==> config.mk <==
export PLATFORM = sky130hd
export DESIGN_NAME = crash_fault_escalation_supervisor_flat
export DESIGN_NICKNAME = d
export VERILOG_FILES = /design/src/rtl/core/cfes_pkg.sv /design/src/rtl/core/cfes_if.sv /design/src/rtl/core/cfes_ctrl.sv /design/src/rtl/core/cfes_dp.sv /design/src/rtl/core/crash_fault_escalation_supervisor.sv /design/src/flat_wrapper.sv
export SDC_FILE = /design/constraint.sdc
export NUM_CORES = 1
export LEC_CHECK = 0
export ABC_AREA = 1
export BUFFER_PORTS_ARGS = -buffer_cell sky130_fd_sc_hd__buf_2
export CORE_MARGIN = 1
export CORE_UTILIZATION = 40
export CTS_CLUSTER_DIAMETER = 80
export DETAILED_ROUTE_END_ITERATION = 6
export PLACE_DENSITY = 0.53
export SLEW_MARGIN = 40
export SYNTH_ARGS = -nofsm -noshare
export SYNTH_HDL_FRONTEND = slang
export SYNTH_HIERARCHICAL = 1
export SYNTH_SLANG_ARGS = --single-unit
==> constraint.sdc <==
create_clock -name clk_i -period 10.97 [get_ports clk_i]
set_input_delay 1.097 -clock clk_i [delete_from_list [all_inputs] [get_ports clk_i]]
set_output_delay 1.097 -clock clk_i [all_outputs]
set_load 0.01 [all_outputs]
==> src/rtl/core/cfes_pkg.sv <==
// Shared types and constants of the crash and fault escalation supervisor.
package cfes_pkg;

  localparam int unsigned OP_W       = 3;
  localparam int unsigned MI_W       = 2;
  localparam int unsigned ACT_W      = 3;
  localparam int unsigned CNT_W      = 8;
  localparam int unsigned FL_W       = 2;
  localparam int unsigned TIME_W     = 32;
  localparam int unsigned WIN_W      = 22;
  localparam int unsigned TO_W       = 8;
  localparam int unsigned MASK_W     = 4;
  localparam int unsigned CFG_IDX_W  = 3;
  localparam int unsigned CFG_DATA_W = 22;
  localparam int unsigned MAX_RESULTS = 4;

  localparam logic [CNT_W-1:0]  CRASH_LIMIT_RST  = 8'd5;
  localparam logic [WIN_W-1:0]  WINDOW_RST       = 22'd7200;
  localparam logic [TO_W-1:0]   HB_TIMEOUT_RST   = 8'd5;
  localparam logic [MASK_W-1:0] SERVICE_MASK_RST = 4'd0;
  localparam logic [FL_W-1:0]   FAULT_STOP_LEVEL = 2'd2;

  typedef enum logic [OP_W-1:0] {
    OP_TICK      = 3'd0,
    OP_START     = 3'd1,
    OP_CONNECT   = 3'd2,
    OP_HEARTBEAT = 3'd3,
    OP_CRASH     = 3'd4
  } op_e;

  typedef enum logic [ACT_W-1:0] {
    ACT_NONE           = 3'd0,
    ACT_RESTART        = 3'd1,
    ACT_FAULT_RESTART  = 3'd2,
    ACT_FAULT_STOP     = 3'd3,
    ACT_WINDOW_CLEARED = 3'd4,
    ACT_REBOOT         = 3'd5
  } action_e;

  typedef enum logic [CFG_IDX_W-1:0] {
    CFG_CRASH_LIMIT  = 3'd0,
    CFG_WINDOW       = 3'd1,
    CFG_HB_TIMEOUT   = 3'd2,
    CFG_SERVICE_MASK = 3'd3
  } cfg_idx_e;

  typedef struct packed {
    logic load;
    logic mark;
    logic ev_do;
    logic scan_do;
    logic last;
  } cmd_t;

  typedef struct packed {
    logic tick_in;
    logic ev_in;
    logic out_free;
    logic pend_any;
    logic pend_hit;
    logic rest_empty;
  } sts_t;

endpackage

==> src/rtl/core/cfes_if.sv <==
// Valid/ready channel interfaces for input items and result items.
interface cfes_in_if import cfes_pkg::*; ();
  logic            valid;
  logic            ready;
  logic [OP_W-1:0] op;
  logic [MI_W-1:0] module_index;

  modport source (output valid, output op, output module_index, input ready);
  modport sink (input valid, input op, input module_index, output ready);
endinterface

interface cfes_out_if import cfes_pkg::*; ();
  logic             valid;
  logic             ready;
  logic [MI_W-1:0]  module_id;
  logic [ACT_W-1:0] action;
  logic [CNT_W-1:0] crash_count;
  logic [FL_W-1:0]  esc_level;
  logic             last;

  modport source (output valid, output module_id, output action, output crash_count,
                  output esc_level, output last, input ready);
  modport sink (input valid, input module_id, input action, input crash_count,
                input esc_level, input last, output ready);
endinterface

==> src/rtl/core/cfes_ctrl.sv <==
// Controller state machine that sequences events and the per-tick timeout scan.
module cfes_ctrl import cfes_pkg::*; #(
  parameter int unsigned NUM_MODULES = 4,
  parameter int unsigned IW          = 2
) (
  input  logic          clk_i,
  input  logic          rst_ni,
  input  logic          in_valid_i,
  output logic          in_ready_o,
  input  sts_t          sts_i,
  output cmd_t          cmd_o,
  output logic [IW-1:0] idx_o
);

  typedef enum logic [1:0] {
    ST_IDLE,
    ST_MARK,
    ST_SCAN,
    ST_EVENT
  } state_e;

  localparam logic [IW-1:0] IDX_LAST = IW'(NUM_MODULES - 1);
  localparam logic [1:0]    CNT_LAST = 2'(MAX_RESULTS - 1);

  state_e        state_q, state_d;
  logic [IW-1:0] idx_q, idx_d;
  logic [1:0]    cnt_q, cnt_d;
  logic          last_res;

  assign in_ready_o = (state_q == ST_IDLE);
  assign idx_o      = idx_q;
  assign last_res   = sts_i.rest_empty || (cnt_q == CNT_LAST);

  always_comb begin
    state_d = state_q;
    idx_d   = idx_q;
    cnt_d   = cnt_q;
    cmd_o   = '0;
    case (state_q)
      ST_IDLE: begin
        if (in_valid_i) begin
          cmd_o.load = 1'b1;
          if (sts_i.tick_in) begin
            state_d = ST_MARK;
            idx_d   = '0;
          end else if (sts_i.ev_in) begin
            state_d = ST_EVENT;
          end
        end
      end
      ST_MARK: begin
        cmd_o.mark = 1'b1;
        if (idx_q == IDX_LAST) begin
          state_d = ST_SCAN;
          idx_d   = '0;
          cnt_d   = '0;
        end else begin
          idx_d = idx_q + 1'b1;
        end
      end
      ST_SCAN: begin
        if (!sts_i.pend_any) begin
          state_d = ST_IDLE;
        end else if (sts_i.pend_hit) begin
          if (sts_i.out_free) begin
            cmd_o.scan_do = 1'b1;
            cmd_o.last    = last_res;
            cnt_d         = cnt_q + 2'd1;
            if (last_res) begin
              state_d = ST_IDLE;
            end else begin
              idx_d = idx_q + 1'b1;
            end
          end
        end else begin
          idx_d = idx_q + 1'b1;
        end
      end
      ST_EVENT: begin
        if (sts_i.out_free) begin
          cmd_o.ev_do = 1'b1;
          state_d     = ST_IDLE;
        end
      end
      default: begin
        state_d = ST_IDLE;
      end
    endcase
  end

  always_ff @(posedge clk_i or negedge rst_ni) begin
    if (!rst_ni) begin
      state_q <= ST_IDLE;
      idx_q   <= '0;
      cnt_q   <= '0;
    end else begin
      state_q <= state_d;
      idx_q   <= idx_d;
      cnt_q   <= cnt_d;
    end
  end

  a_load_free: assert property (@(posedge clk_i) disable iff (!rst_ni)
    (cmd_o.scan_do || cmd_o.ev_do) |-> sts_i.out_free)
    else $error("result loaded while the output register is occupied");

  a_tick_marks: assert property (@(posedge clk_i) disable iff (!rst_ni)
    (cmd_o.load && sts_i.tick_in) |=> (state_q == ST_MARK && idx_q == '0))
    else $error("tick did not start the marking pass");

  a_scan_pending: assert property (@(posedge clk_i) disable iff (!rst_ni)
    cmd_o.scan_do |-> (sts_i.pend_hit && state_q == ST_SCAN))
    else $error("timeout handled for a module that is not pending");

endmodule

==> src/rtl/core/cfes_dp.sv <==
// Datapath with configuration, per-module state, crash handling and result register.
module cfes_dp import cfes_pkg::*; #(
  parameter int unsigned NUM_MODULES = 4,
  parameter int unsigned IW          = 2
) (
  input  logic                  clk_i,
  input  logic                  rst_ni,
  input  logic                  cfg_we_i,
  input  logic [CFG_IDX_W-1:0]  cfg_idx_i,
  input  logic [CFG_DATA_W-1:0] cfg_wdata_i,
  input  logic [OP_W-1:0]       in_op_i,
  input  logic [MI_W-1:0]       in_mi_i,
  input  cmd_t                  cmd_i,
  input  logic [IW-1:0]         idx_i,
  output sts_t                  sts_o,
  input  logic                  out_ready_i,
  output logic                  out_valid_o,
  output logic [MI_W-1:0]       out_module_id_o,
  output logic [ACT_W-1:0]      out_action_o,
  output logic [CNT_W-1:0]      out_crash_count_o,
  output logic [FL_W-1:0]       out_esc_level_o,
  output logic                  out_last_o
);

  localparam logic [4:0] NUM_M = 5'(NUM_MODULES);

  logic [CNT_W-1:0]  lim_q;
  logic [WIN_W-1:0]  win_q;
  logic [TO_W-1:0]   to_q;
  logic [MASK_W-1:0] mask_q;
  logic [TIME_W-1:0] now_q;

  logic [CNT_W-1:0]  cc_q [NUM_MODULES];
  logic [FL_W-1:0]   fl_q [NUM_MODULES];
  logic [TIME_W-1:0] st_q [NUM_MODULES];
  logic [TIME_W-1:0] hb_q [NUM_MODULES];
  logic [NUM_MODULES-1:0] con_q;
  logic [NUM_MODULES-1:0] pend_q;
  logic [NUM_MODULES-1:0] svc_vec;

  logic [OP_W-1:0]  op_q;
  logic [MI_W-1:0]  mi_q;
  logic             out_valid_q;
  logic [MI_W-1:0]  out_mid_q;
  logic [ACT_W-1:0] out_act_q;
  logic [CNT_W-1:0] out_cc_q;
  logic [FL_W-1:0]  out_fl_q;
  logic             out_last_q;

  logic [IW-1:0]    mi_idx;
  logic [IW-1:0]    sel;
  logic [CNT_W-1:0] cc_cur, cc_inc, cr_cc;
  logic [FL_W-1:0]  fl_cur, fl_up, cr_fl;
  action_e          cr_act;
  logic             inwin, in_limit, timed_out, is_crash, do_load;
  logic [NUM_MODULES-1:0] sel_bit;
  logic [MI_W-1:0]  res_mid;
  logic [ACT_W-1:0] res_act;
  logic [CNT_W-1:0] res_cc;
  logic [FL_W-1:0]  res_fl;

  assign mi_idx   = IW'(mi_q);
  assign sel      = cmd_i.ev_do ? mi_idx : idx_i;
  assign sel_bit  = NUM_MODULES'(1) << idx_i;
  assign is_crash = cmd_i.scan_do || (op_q == OP_CRASH);
  assign do_load  = cmd_i.scan_do || cmd_i.ev_do;

  always_comb begin
    for (int i = 0; i < NUM_MODULES; i++) begin
      svc_vec[i] = (i < MASK_W) && mask_q[i % MASK_W];
    end
  end

  always_comb begin
    cc_cur    = cc_q[sel];
    fl_cur    = fl_q[sel];
    cc_inc    = (cc_cur == '1) ? cc_cur : cc_cur + 8'd1;
    inwin     = (now_q - st_q[sel]) <= {{(TIME_W - WIN_W){1'b0}}, win_q};
    in_limit  = (cc_inc <= lim_q);
    fl_up     = (fl_cur < FAULT_STOP_LEVEL) ? fl_cur + 2'd1 : fl_cur;
    timed_out = con_q[idx_i] && ((now_q - hb_q[idx_i]) > {{(TIME_W - TO_W){1'b0}}, to_q});
    cr_cc     = cc_inc;
    cr_fl     = fl_cur;
    cr_act    = ACT_NONE;
    if (svc_vec[sel]) begin
      cr_cc  = cc_cur;
      cr_act = ACT_REBOOT;
    end else if (inwin) begin
      if (in_limit) begin
        cr_act = ACT_RESTART;
      end else begin
        cr_fl  = fl_up;
        cr_cc  = '0;
        cr_act = (fl_up < FAULT_STOP_LEVEL) ? ACT_FAULT_RESTART : ACT_FAULT_STOP;
      end
    end else if (in_limit) begin
      cr_cc  = '0;
      cr_act = ACT_WINDOW_CLEARED;
    end
    res_mid = 2'(sel);
    res_act = is_crash ? cr_act : ACT_NONE;
    res_cc  = is_crash ? cr_cc : cc_cur;
    res_fl  = is_crash ? cr_fl : fl_cur;
  end

  always_comb begin
    sts_o            = '0;
    sts_o.tick_in    = (in_op_i == OP_TICK);
    sts_o.ev_in      = ((in_op_i == OP_START) || (in_op_i == OP_CONNECT) ||
                        (in_op_i == OP_HEARTBEAT) || (in_op_i == OP_CRASH)) &&
                       ({3'b000, in_mi_i} < NUM_M);
    sts_o.out_free   = !out_valid_q || out_ready_i;
    sts_o.pend_any   = |pend_q;
    sts_o.pend_hit   = pend_q[idx_i];
    sts_o.rest_empty = ((pend_q & ~sel_bit) == '0);
  end

  always_ff @(posedge clk_i or negedge rst_ni) begin
    if (!rst_ni) begin
      lim_q       <= CRASH_LIMIT_RST;
      win_q       <= WINDOW_RST;
      to_q        <= HB_TIMEOUT_RST;
      mask_q      <= SERVICE_MASK_RST;
      now_q       <= '0;
      con_q       <= '0;
      pend_q      <= '0;
      out_valid_q <= 1'b0;
      for (int i = 0; i < NUM_MODULES; i++) begin
        cc_q[i] <= '0;
        fl_q[i] <= '0;
        st_q[i] <= '0;
        hb_q[i] <= '0;
      end
    end else begin
      if (cfg_we_i) begin
        case (cfg_idx_e'(cfg_idx_i))
          CFG_CRASH_LIMIT:  lim_q  <= cfg_wdata_i[CNT_W-1:0];
          CFG_WINDOW:       win_q  <= cfg_wdata_i[WIN_W-1:0];
          CFG_HB_TIMEOUT:   to_q   <= cfg_wdata_i[TO_W-1:0];
          CFG_SERVICE_MASK: mask_q <= cfg_wdata_i[MASK_W-1:0];
          default: begin
          end
        endcase
      end
      if (cmd_i.load && (in_op_i == OP_TICK)) begin
        now_q <= now_q + 32'd1;
      end
      if (cmd_i.mark) begin
        pend_q[idx_i] <= timed_out;
      end
      if (cmd_i.scan_do) begin
        pend_q[idx_i] <= 1'b0;
        con_q[sel]    <= 1'b0;
        cc_q[sel]     <= cr_cc;
        fl_q[sel]     <= cr_fl;
      end
      if (cmd_i.ev_do) begin
        case (op_e'(op_q))
          OP_START: begin
            st_q[sel] <= now_q;
          end
          OP_CONNECT: begin
            con_q[sel] <= 1'b1;
            hb_q[sel]  <= now_q;
          end
          OP_HEARTBEAT: begin
            if (con_q[sel]) begin
              hb_q[sel] <= now_q;
            end
          end
          OP_CRASH: begin
            con_q[sel] <= 1'b0;
            cc_q[sel]  <= cr_cc;
            fl_q[sel]  <= cr_fl;
          end
          default: begin
          end
        endcase
      end
      if (do_load) begin
        out_valid_q <= 1'b1;
      end else if (out_ready_i) begin
        out_valid_q <= 1'b0;
      end
    end
  end

  always_ff @(posedge clk_i) begin
    if (cmd_i.load) begin
      op_q <= in_op_i;
      mi_q <= in_mi_i;
    end
    if (do_load) begin
      out_mid_q  <= res_mid;
      out_act_q  <= res_act;
      out_cc_q   <= res_cc;
      out_fl_q   <= res_fl;
      out_last_q <= cmd_i.ev_do || cmd_i.last;
    end
  end

  assign out_valid_o       = out_valid_q;
  assign out_module_id_o   = out_mid_q;
  assign out_action_o      = out_act_q;
  assign out_crash_count_o = out_cc_q;
  assign out_esc_level_o   = out_fl_q;
  assign out_last_o        = out_last_q;

  a_level_range: assert property (@(posedge clk_i) disable iff (!rst_ni)
    out_valid_q |-> (out_fl_q != 2'd3))
    else $error("fault level above the stop level");

  a_fault_clears: assert property (@(posedge clk_i) disable iff (!rst_ni)
    (out_valid_q && ((out_act_q == ACT_FAULT_RESTART) || (out_act_q == ACT_FAULT_STOP)))
      |-> (out_cc_q == '0))
    else $error("fault escalation left a nonzero crash count");

endmodule

==> src/rtl/core/crash_fault_escalation_supervisor.sv <==
// An event item gives its one result, loaded into the output register from the event state
// once that register is free. A tick passes the marking state, one module at a time, then
// the scan state, which handles each pending timeout through the single shared compare unit.
// A new item is taken only in the idle state, after the previous item is through.
// A stalled output register holds the scan until the pending result is taken.
// Reset clears the seconds counter, all per-module state and restores register defaults.
module crash_fault_escalation_supervisor import cfes_pkg::*; #(
  parameter int unsigned NUM_MODULES = 4
) (
  input  logic                  clk_i,
  input  logic                  rst_ni,
  input  logic                  cfg_we_i,
  input  logic [CFG_IDX_W-1:0]  cfg_idx_i,
  input  logic [CFG_DATA_W-1:0] cfg_wdata_i,
  cfes_in_if.sink               in_if,
  cfes_out_if.source            out_if
);

  localparam int unsigned IW = (NUM_MODULES > 1) ? $clog2(NUM_MODULES) : 1;

  cmd_t          cmd;
  sts_t          sts;
  logic [IW-1:0] idx;

  cfes_ctrl #(
    .NUM_MODULES (NUM_MODULES),
    .IW          (IW)
  ) u_ctrl (
    .clk_i      (clk_i),
    .rst_ni     (rst_ni),
    .in_valid_i (in_if.valid),
    .in_ready_o (in_if.ready),
    .sts_i      (sts),
    .cmd_o      (cmd),
    .idx_o      (idx)
  );

  cfes_dp #(
    .NUM_MODULES (NUM_MODULES),
    .IW          (IW)
  ) u_dp (
    .clk_i             (clk_i),
    .rst_ni            (rst_ni),
    .cfg_we_i          (cfg_we_i),
    .cfg_idx_i         (cfg_idx_i),
    .cfg_wdata_i       (cfg_wdata_i),
    .in_op_i           (in_if.op),
    .in_mi_i           (in_if.module_index),
    .cmd_i             (cmd),
    .idx_i             (idx),
    .sts_o             (sts),
    .out_ready_i       (out_if.ready),
    .out_valid_o       (out_if.valid),
    .out_module_id_o   (out_if.module_id),
    .out_action_o      (out_if.action),
    .out_crash_count_o (out_if.crash_count),
    .out_esc_level_o   (out_if.esc_level),
    .out_last_o        (out_if.last)
  );

endmodule

==> src/flat_wrapper.sv <==
// flat-port wrapper written by rule: the top's interface ports become plain ports
module crash_fault_escalation_supervisor_flat import cfes_pkg::*;
#(
  parameter int unsigned NUM_MODULES = 4
)
  (clk_i, rst_ni, cfg_we_i, cfg_idx_i, cfg_wdata_i, in_if_valid, in_if_op, in_if_module_index, in_if_ready, out_if_valid, out_if_module_id, out_if_action, out_if_crash_count, out_if_esc_level, out_if_last, out_if_ready);
  cfes_in_if in_if_i ();
  cfes_out_if out_if_i ();
  input  logic clk_i;
  input  logic rst_ni;
  input  logic cfg_we_i;
  input  logic [CFG_IDX_W-1:0] cfg_idx_i;
  input  logic [CFG_DATA_W-1:0] cfg_wdata_i;
  input wire logic [$bits(in_if_i.valid)-1:0] in_if_valid;
  input wire logic [$bits(in_if_i.op)-1:0] in_if_op;
  input wire logic [$bits(in_if_i.module_index)-1:0] in_if_module_index;
  output wire logic [$bits(in_if_i.ready)-1:0] in_if_ready;
  output wire logic [$bits(out_if_i.valid)-1:0] out_if_valid;
  output wire logic [$bits(out_if_i.module_id)-1:0] out_if_module_id;
  output wire logic [$bits(out_if_i.action)-1:0] out_if_action;
  output wire logic [$bits(out_if_i.crash_count)-1:0] out_if_crash_count;
  output wire logic [$bits(out_if_i.esc_level)-1:0] out_if_esc_level;
  output wire logic [$bits(out_if_i.last)-1:0] out_if_last;
  input wire logic [$bits(out_if_i.ready)-1:0] out_if_ready;
  assign in_if_i.valid = in_if_valid;
  assign in_if_i.op = in_if_op;
  assign in_if_i.module_index = in_if_module_index;
  assign in_if_ready = in_if_i.ready;
  assign out_if_valid = out_if_i.valid;
  assign out_if_module_id = out_if_i.module_id;
  assign out_if_action = out_if_i.action;
  assign out_if_crash_count = out_if_i.crash_count;
  assign out_if_esc_level = out_if_i.esc_level;
  assign out_if_last = out_if_i.last;
  assign out_if_i.ready = out_if_ready;
  crash_fault_escalation_supervisor #(.NUM_MODULES(NUM_MODULES)) u_core (.clk_i(clk_i), .rst_ni(rst_ni), .cfg_we_i(cfg_we_i), .cfg_idx_i(cfg_idx_i), .cfg_wdata_i(cfg_wdata_i), .in_if(in_if_i), .out_if(out_if_i));
endmodule
# Word-level counts from Yosys, hierarchy flattened
# Index checks and enable logic that the tools add are counted.
[classes]
n_bitwise = 11
n_shift = 1
n_eq_ne = 31
reduce_logical = 33
addsub = 7
n_lt_le_gt_ge = 12
mux = 101
[ops]
columns = ["op", "count"]
rows = [
  ["bitwise mux 128 bit", 2],
  ["2-to-1 mux 32 bit", 8],
  ["case mux 128 bit (2 select lines)", 1],
  ["binary-select mux 32 bit (select 2 bit)", 2],
  ["2-to-1 mux 128 bit", 1],
  ["2-to-1 mux 8 bit", 12],
  ["2-to-1 mux 2 bit", 34],
  ["bitwise mux 32 bit", 2],
  ["demux 32 bit (select 2 bit)", 1],
  ["subtractor 32 bit", 2],
  ["adder 32 x 1 -> 32 bit, second input constant", 1],
  ["greater-than comparator 32 x 8 -> 1 bit", 1],
  ["less-or-equal comparator 32 x 22 -> 1 bit", 1],
  ["equality test 3 x 2 -> 1 bit, second input constant", 6],
  ["AND 4 bit", 4],
  ["binary-select mux 8 bit (select 2 bit)", 1],
  ["bitwise mux 8 bit", 2],
  ["demux 8 bit (select 2 bit)", 1],
  ["2-to-1 mux 4 bit", 4],
  ["2-to-1 mux 1 bit", 14],
  ["NOT 4 bit", 3],
  ["AND reduction 2 bit", 5],
  ["equality test 3 x 1 -> 1 bit, second input constant", 3],
  ["2-to-1 mux 3 bit", 3],
  ["other kinds (44)", 82],
]
[totals]
register_bits = 406
out_inout_bits = 18
wordCells = 231
input_bits = 35

# Longest topological paths before layout
# Gate-level depths: netlist (run 1).
[depth]
depth_word = 20
ltp_mapped = 43

# By module
# Netlist (run 1), hierarchy kept.
[by_module_without_submodules]
columns = ["mod", "area_each_um2", "instances", "cells_each"]
rows = [
  ["cfes_dp", 22480.3, 1, 2810],
  ["cfes_ctrl", 579.3, 1, 84],
]

# Worst setup path after synthesis (run 1)
# Ideal clock, no wire load.
[synth_path]
kind = "input -> register"
from = "input port out_if_ready"
to = "register u_core.u_dp.out_cc_q[0], in the netlist u_core/u_dp/out_crash_count_o[0], data pin"
stages = 34
setup_slack_ns = 5.375
path_buffers = 2
t_arrival_ns = 5.324
cell_sequence = "inv_1 nand2_1 nand2_1 inv_1 inv_2 nand2_2 nand2_4 nor2_4 buf_1 clkbuf_1 a22o_1 a221oi_1 ha_1 nand2_1 inv_1 nand2_1 nand2_1 nand2_1 nand3b_1 a31oi_1 xnor2_1 ha_1 a21oi_1 nor2_1 a211oi_1 nand2_1 nand2_1 nand2_1 a21oi_1 nand4_2 inv_1 nand2_2 nand3_2 a31oi_1"
[synth_rtl]
columns = ["item", "line_no", "rtl"]
rows = [
  ["start: declaration", "flat_wrapper.sv:24", "input wire logic [$bits(out_if_i.ready)-1:0] out_if_ready;"],
  ["end signal: assignment", "cfes_dp.sv:196", "out_cc_q <= res_cc;"],
  ["end: declaration", "cfes_dp.sv:46", "logic [CNT_W-1:0] out_cc_q;"],
]

==> results of run 1 <==
-- power by group through the flow --
stage          combinational, mW  sequential [mW]  clock, mW
3_5_place_dp                4.35             2.09          0
2_1_floorplan               3.13             2.05          0
3_3_place_gp                4.30             2.09          0
5_1_grt                     4.94             2.12       1.67
4_1_cts                     4.36             2.07       1.61
6_report                    4.36             2.08       1.56
-- per-layer routing --
metal	vias up	part of all wire, %
li1	9610	-
met1	9526	48
met2	439	46
met3	102	4.1
met4	0	2.8
met5	-	0
-- cells in the mapped netlist (all sizes together) --
master	number	area share [%]
a31oi	13	0.35
edfxtp	21	2.7
nor4	6	0.23
a2111oi	1	0.038
a21oi	106	2.4
nor2	221	3.9
o22ai	18	0.49
buf	36	0.82
or2	24	0.66
a221oi	46	1.8
dfstp	8	0.91
o21bai	13	0.42
a21boi	10	0.33
a21o	5	0.16
nor3	16	0.43
o21a	1	0.033
a211oi	3	0.15
o221ai	10	0.38
o22a	8	0.30
o21ai	338	7.4
clkinv	7	0.11
xnor2	10	0.38
o211ai	4	0.13
fa	2	0.17
ha	111	6.0
xor2	60	2.3
inv	337	5.5
dfrtp	377	41
nand3b	4	0.13
and2	3	0.081
clkbuf	58	0.94
a22o	44	1.7
nor3b	1	0.033
nand4	24	0.79
nand2	813	14
nand3	123	2.9
o2111ai	2	0.076
a22oi	9	0.29
mux2	1	0.049
-- kinds of logic (layout without fill, tap and decap cells) --
kind of cell / count (synthesis) / in the layout / share of synthesized area, %
flip-flops: 406 / 406 / 44.6
multiplexers: 1 / 1 / 0.0488
adder cells (fa/ha/maj): 113 / 113 / 6.20
XOR/XNOR: 70 / 70 / 2.66
AO/OA/AOI/OAI: 631 / 631 / 16.4
AND/OR/NAND/NOR: 1235 / 1235 / 22.8
buffers and inverters: 438 / 503 / 7.37
-- flip-flops by register name (all words and copies together) (netlist names), 3 cells and up --
name / cells
u_core/u_dp/con_q: 4
u_core/u_dp/now_q: 32
u_core/u_dp/cc_q: 32
u_core/u_dp/hb_q: 128
u_core/u_dp/op_q: 3
u_core/u_dp/lim_q: 8
u_core/u_dp/to_q: 8
u_core/u_dp/fl_q: 8
u_core/u_dp/win_q: 22
u_core/u_dp/st_q: 128
u_core/u_dp/out_crash_count_o: 8
u_core/u_dp/out_action_o: 3
u_core/u_dp/pend_q: 4
u_core/u_dp/mask_q: 4
-- layout by cell type, fill, tap and decap left out, drive strengths merged, types with 60 or more instances in the layout --
master,synthesis,layout
o21ai,338,338
nand2,813,813
nand3,123,123
ha,111,111
nor2,221,221
buf,36,71
inv,337,337
a21oi,106,106
xor2,60,60
dfrtp,377,377
clkbuf,58,77
-- final timing paths --
check                                              start                                to  slack, ns  cells after the start
worst max register to register  u_core/u_ctrl/state_q[1]  u_core/u_dp/out_crash_count_o[0]       4.51                     29
max in group asynchronous                         rst_ni              u_core/u_dp/hb_q[91]       8.36                      4
worst min-delay path               u_core/u_dp/st_q[106]             u_core/u_dp/st_q[106]       0.48                      2
worst max-delay path                        out_if_ready  u_core/u_dp/out_crash_count_o[0]       4.38                     31
worst min register to register     u_core/u_dp/st_q[106]             u_core/u_dp/st_q[106]       0.48                      2
min in group asynchronous                         rst_ni             u_core/u_dp/win_q[13]       0.49                      1
-- stage by stage --
step                      utilization, %  total power [mW]
after CTS                           45.2              8.04
after floorplan                        -              5.19
after global routing                45.2              8.72
final                               45.2              8.00
after detailed placement            42.5              6.44
after global placement              42.4              6.39
-- final cells by class --
class / instances / area share, %
Multi-Input combinational cell: 2050 / 43.4
Sequential cell: 406 / 40.1
Clock buffer: 76 / 5.36
Inverter: 344 / 5.04
Tap cell: 756 / 3.69
Timing Repair Buffer: 72 / 1.81
Clock inverter: 11 / 0.615
-- critical path: cells and delay by family --
family                     cells  cell delay [ns]
AOI/OAI and AO/OA              7             1.76
buffers and inverters          7             1.20
xor gates and xnor gates       1             0.24
and+or+nand+nor               14             2.06
adders and majority gates      2             0.64
==> out/summary.json, run 1 <==
{
  "dpl_worst_slack_ns": 3.81,
  "totalWireLength_um": 69900,
  "total_clock_buffers_created_by_cts": 47,
  "post-route-period-util_pct": 60.1,
  "floorplan.die.height_um": 242,
  "synth-seq-area-share_pct": 44.6,
  "number_of_register_bits_inferred_by_synthesis": 406,
  "cts_hold_repair.buffers": 0,
  "endpoint_kind": "flip-flop",
  "place_area_um2": 24100,
  "h-tree-depth": 2,
  "area.sequential_um2": 10300,
  "fmaxAchievable_mhz": 152,
  "grt.total_usage_pct": 24.1,
  "syn_area_um2": 23100,
  "ant_nets": 0,
  "cp_slowest_stage_delay_ns": 0.43,
  "detail_route.vias_per_cell": 5.30,
  "area_of_the_multi_input_gates_um2": 11100,
  "dr.pass1.iters": 7,
  "power_report.internal_total_mw": 4.30,
  "skew_ns": 0.0232,
  "cts_post_setup_buffers_inserted": 0,
  "cp.arrival_ns": 7.03,
  "io_buffer_count": 52,
  "drt-wirelength-per-cell_um": 18.8,
  "first_global_vias": 19500,
  "num_antenna_cells": 0,
  "synth_unique_cells": 59,
  "tightest_slew_ns": 0.845,
  "chipWidth_um": 242,
  "filler_cell_count": 5689,
  "dpl.hpwl_um": 49500,
  "drc": 1,
  "clock_power_share_pct": 19.6,
  "postSynthAreaPerCell_um2": 7.97,
  "clk-insertion-delay-late_ns": 0.60,
  "placedCellCount": 3628,
  "timing.final.setup_violations": 0,
  "worst_setup_path_start_kind": "primary input",
  "worst_ir_drop_vdd_v": 0.000144,
  "grt_first_pass_wirelength_um": 111000,
  "final_design_area_no_fill_um2": 25600,
  "largest_net_degree_at_the_start_of_global_routing": 91,
  "synth_warnings": 6,
  "timing.setup.critical_path_class": "in -> reg",
  "maxSlewViolCount": 0,
  "design.die.area_um2": 58600,
  "grt_overflow_total": 0,
  "master_of_the_slowest_instance_on_the_critical_path": "inv_2",
  "max_cap_viol_count": 0,
  "clock-sinks": 406,
  "worst_setup_hold_path_clk_slew_ns": 0.06,
  "syn_inst": 2894,
  "shortest_period_the_worst_path_allows_ns": 6.59,
  "failing_checks": "DRC",
  "gp_congestion": 0.903,
  "cts_tree": "yes",
  "unrepaired_setup_endpoints_after_global_routing": "no",
  "grt_busiest_layer": "met2",
  "finalHoldWorstSlack_ns": 0.478,
  "cts_repair_resize_count": 0,
  "setup_tns_ns": 0,
  "clock_tree.root_cell": "clkbuf_16",
  "start_util_pct": 40.7,
  "gr-usage-met1_pct": 33.7,
  "postSynthNetCount": 3042,
  "power.switching_fraction_pct": 46.2,
  "comb_power_share_pct": 54.5,
  "instances_no_fill": 3715,
  "count_of_final_hold_check_violations": 0,
  "dr.first_iter.drc_count": 1354,
  "drive_above_1_share_pct": 8.79,
  "gr-usage-met2_pct": 39.1,
  "run_status": "finished with violations",
  "hold_path.class": "reg -> reg",
  "area_delta_synth_final_pct": 11.2,
  "worstPathRequired_ns": 11.40,
  "coreArea_um2": 56700,
  "total_leakage_power_nw": 12.6,
  "cp_common_cell": "nand2_1",
  "pin_count": 53,
  "p_sw_mw": 3.69,
  "p_per_area_nw_per_um2": 312,
  "post-route-worst-setup-slack_ns": 4.38,
  "worst_slew_margin_rel_pct": 43.7,
  "crit_path_max_fanout": 25,
  "max-clock-path-buffers": 3,
  "via_count": 19700,
  "floorplan.rows": 87,
  "globalRouteMet3Util_pct": 2.84,
  "antenna_found_initial": 0,
  "sequential_share_of_power_pct": 26.0,
  "final_net_count": 3069
}
Power figures use the tool's default switching activity.
==> run 2: changes to the inputs <==
--- a/config.mk
+++ b/config.mk
@@ -11,7 +11,7 @@
 export CORE_UTILIZATION = 40
 export CTS_CLUSTER_DIAMETER = 80
 export DETAILED_ROUTE_END_ITERATION = 6
-export PLACE_DENSITY = 0.53
+export PLACE_DENSITY = 0.55
 export SLEW_MARGIN = 40
 export SYNTH_ARGS = -nofsm -noshare
 export SYNTH_HDL_FRONTEND = slang
==> constraint.sdc (replaced) <==
create_clock -name clk_i -period 5.8 [get_ports clk_i]
set_input_delay 0.58 -clock clk_i [delete_from_list [all_inputs] [get_ports clk_i]]
set_output_delay 0.58 -clock clk_i [all_outputs]
set_load 0.01 [all_outputs]
==> out/summary.json, run 2 (same netlist as run 1, synthesis figures left out) <==
{
  "drc": {"value": 0, "change": "-1"},
  "grt_first_pass_wirelength": {"value": 109000, "unit": "um", "change": "-1.8%"},
  "dr.first_iter.drc_count": {"value": 1422, "change": "+5.0%"},
  "grt_overflow_total": {"value": 0, "change": "unchanged"},
  "chipWidth": {"value": 242, "unit": "um", "change": "unchanged"},
  "via_count": {"value": 20000, "change": "+1.7%"},
  "final_cell_mix": "782 x nand2_1, 376 x dfrtp_1, 323 x inv_1",
  "total_leakage_power": {"value": 12.9, "unit": "nW", "change": "+2.1%"},
  "hold_path.class": "in -> reg",
  "floorplan.die.height": {"value": 242, "unit": "um", "change": "unchanged"},
  "place_area": {"value": 24500, "unit": "um2", "change": "+1.5%"},
  "tightest_slew": {"value": 0.819, "unit": "ns", "change": "-0.0264 ns"},
  "most_frequent_standard_cell_in_the_layout_excluding_fill_and_tap_cells": "nand2_1",
  "min_delay_path_depth": {"value": 1, "change": "-1"},
  "worst_slew_margin_rel": {"value": 45.4, "unit": "%", "change": "+1.8 points"},
  "final_design_area_no_fill": {"value": 26100, "unit": "um2", "change": "+1.8%"},
  "clock_tree.root_cell": "clkbuf_16",
  "floorplan.rows": {"value": 87, "change": "unchanged"},
  "largest_net_degree_at_the_start_of_global_routing": {"value": 108, "change": "+19%"},
  "ant_nets": {"value": 0, "change": "unchanged"},
  "clk-insertion-delay-late": {"value": 0.60, "unit": "ns", "change": "about the same"},
  "area_delta_synth_final_pct": 13.2,
  "io_buffer_count": {"value": 52, "change": "unchanged"},
  "totalWireLength": {"value": 68500, "unit": "um", "change": "-2.0%"},
  "crit_path_max_fanout": {"value": 7, "change": "-72%"},
  "drive_above_1_share": {"value": 10.7, "unit": "%", "change": "+1.9 points"},
  "cpLargestDelayFamily": "simple AND/OR/NAND/NOR gates",
  "p_sw": {"value": 7.09, "unit": "mW", "change": "+92%"},
  "antenna_found_initial": {"value": 0, "change": "unchanged"},
  "gp_congestion": {"value": 0.934, "change": "+3.4%"},
  "maxSlewViolCount": {"value": 0, "change": "unchanged"},
  "power_report.internal_total": {"value": 8.54, "unit": "mW", "change": "+98%"},
  "skew": {"value": 0.0232, "unit": "ns", "change": "+0.00000590 ns"},
  "post-route-worst-setup-slack": {"value": 0.475, "unit": "ns", "change": "-3.90 ns"},
  "count_of_final_hold_check_violations": {"value": 0, "change": "unchanged"},
  "clock-sinks": {"value": 406, "change": "unchanged"},
  "dpl_worst_slack": {"value": 0.0833, "unit": "ns", "change": "-3.73 ns"},
  "fmaxAchievable_mhz": 188,
  "filler_cell_count": {"value": 5580, "change": "-1.9%"},
  "p_per_area": {"value": 599, "unit": "nW/um2", "change": "+92%"},
  "worstPathRequired": {"value": 6.13, "unit": "ns", "change": "-5.27 ns"},
  "num_antenna_cells": {"value": 0, "change": "unchanged"},
  "comb_power_share": {"value": 55.7, "unit": "%", "change": "+1.2 points"},
  "timing.rr.start": "u_core/u_ctrl/state_q[0]",
  "critical_path_cell_count": {"value": 32, "change": "+3.2%"},
  "setup_tns": {"value": 0, "unit": "ns", "change": "unchanged"},
  "drt-wirelength-per-cell": {"value": 18.2, "unit": "um", "change": "-3.2%"},
  "coreArea": {"value": 56700, "unit": "um2", "change": "unchanged"},
  "detail_route.vias_per_cell": {"value": 5.32, "change": "+0.48%"},
  "max_cap_viol_count": {"value": 0, "change": "unchanged"},
  "r2r_setup_slack": {"value": 0.48, "unit": "ns", "change": "-4.03 ns"},
  "master_of_the_slowest_instance_on_the_critical_path": "dfrtp_2",
  "endpoint_kind": "flip-flop",
  "worst_setup_hold_path_clk_slew": {"value": 0.06, "unit": "ns", "change": "about the same"},
  "h-tree-depth": {"value": 2, "change": "unchanged"},
  "worst_ir_drop_vdd": {"value": 0.000340, "unit": "V", "change": "+140%"},
  "timing.final.setup_violations": {"value": 0, "change": "unchanged"},
  "finalHoldWorstSlack": {"value": 0.168, "unit": "ns", "change": "-0.311 ns"},
  "dr.pass1.iters": {"value": 5, "change": "-2"},
  "first_global_vias": {"value": 19400, "change": "-0.55%"},
  "sequential_share_of_power": {"value": 25.1, "unit": "%", "change": "-0.9 points"},
  "cts_tree": "yes",
  "top_regs": "u_core/u_dp/hb_q x128, u_core/u_dp/st_q x128",
  "max-clock-path-buffers": {"value": 3, "change": "unchanged"},
  "min-delay-start": "in_if_module_index[0]",
  "power.switching_fraction": {"value": 45.4, "unit": "%", "change": "-0.81 points"},
  "timing.setup.critical_path_class": "reg -> reg",
  "clock_power_share": {"value": 19.2, "unit": "%", "change": "-0.4 points"},
  "cp_slowest_stage_delay": {"value": 0.43, "unit": "ns", "change": "about the same"},
  "pin_count": {"value": 53, "change": "unchanged"},
  "start_util": {"value": 40.7, "unit": "%", "change": "unchanged"},
  "bufs_and_invs_on_worst_path": {"value": 6, "change": "-1"},
  "run_status": "complete, no violations",
  "cp.arrival": {"value": 5.65, "unit": "ns", "change": "-1.38 ns"},
  "grt.total_usage": {"value": 23.5, "unit": "%", "change": "-0.61 points"},
  "worst_setup_path_start_kind": "flip-flop",
  "final_net_count": {"value": 3115, "change": "+1.5%"},
  "cp-startpoint": "u_core/u_ctrl/state_q[0]",
  "design.die.area": {"value": 58600, "unit": "um2", "change": "unchanged"},
  "worst-r2r-cell-count": {"value": 32, "change": "+10%"},
  "cp_common_cell": "nand2_1",
  "finalPower": {"value": 15.6, "unit": "mW", "change": "+96%"},
  "post-route-period-util_pct": 91.8,
  "dpl.hpwl": {"value": 49600, "unit": "um", "change": "about the same"},
  "shortest_period_the_worst_path_allows_ns": 5.32,
  "total_clock_buffers_created_by_cts": {"value": 47, "change": "unchanged"}
}
==> run 2: power by group through the flow <==
stage / sequential (mW) / combinational (mW) / clock (mW)
after detailed placement: 3.96 / 8.58 / 0
after global routing: 4.00 / 9.82 / 3.19
after floorplan: 3.88 / 5.93 / 0
after CTS: 3.91 / 8.62 / 3.08
after global placement: 3.94 / 8.46 / 0
final: 3.92 / 8.71 / 3.00
==> run 2: final timing paths <==
kind,end
max reg2reg,u_core/u_dp/out_crash_count_o[0]
min,u_core/u_dp/mi_idx[0]
min in group asynchronous,u_core/u_dp/st_q[42]
min reg2reg,u_core/u_dp/st_q[110]
max in group asynchronous,u_core/u_dp/hb_q[49]
max,u_core/u_dp/out_crash_count_o[0]
==> run 2: layer usage <==
| metal | GRT usage, % | vias up | part of all wire, % |
|---|---|---|---|
| met3 | 3.07 | 100 | 5.1 |
| met1 | 33.1 | 9618 | 47 |
| met2 | 37.7 | 564 | 45 |
| met5 | 0 | - | 0 |
| li1 | - | 9723 | - |
| met4 | 7.00 | 0 | 2.5 |
==> run 2: what timing repair did <==
item / CTS / global route
endpoints found under the setup margin: 0 / 53
hold buffers: 1 / 0
endpoints found under the hold margin: 46 / 0
gates resized for setup: 0 / 20
buffers inserted: 0 / 3
==> run 2: worst register-to-register path: cells and delay by family, from the launching register on <==
kind                       cells  cell delay (ns)
buffers and inverters          6             0.69
AOI/OAI and AO/OA              8             1.33
adders and majority gates      3             0.81
DFF                            1             0.43
xor gates and xnor gates       1             0.19
and+or+nand+nor               14             1.64
==> run 2: through the flow <==
step | cells | utilization [%]
finish | 3759 | 46.0
global route | 3759 | 46.0
CTS | 3756 | 45.9
detailed placement | 3670 | 43.1
global placement | 3669 | 43.1
floorplan | 2894 | -
==> run 2: area by class of cell <==
class                   instances  area (um2)  area share [%]
well taps                     756         946            3.62
multi-input cells            2050       11200            42.8
clock buffers                  73        1390            5.31
repair buffers                118         866            3.32
flip-flops and latches        406       10300            39.4
clock inverters                12         168           0.642
inverters                     344        1290            4.96
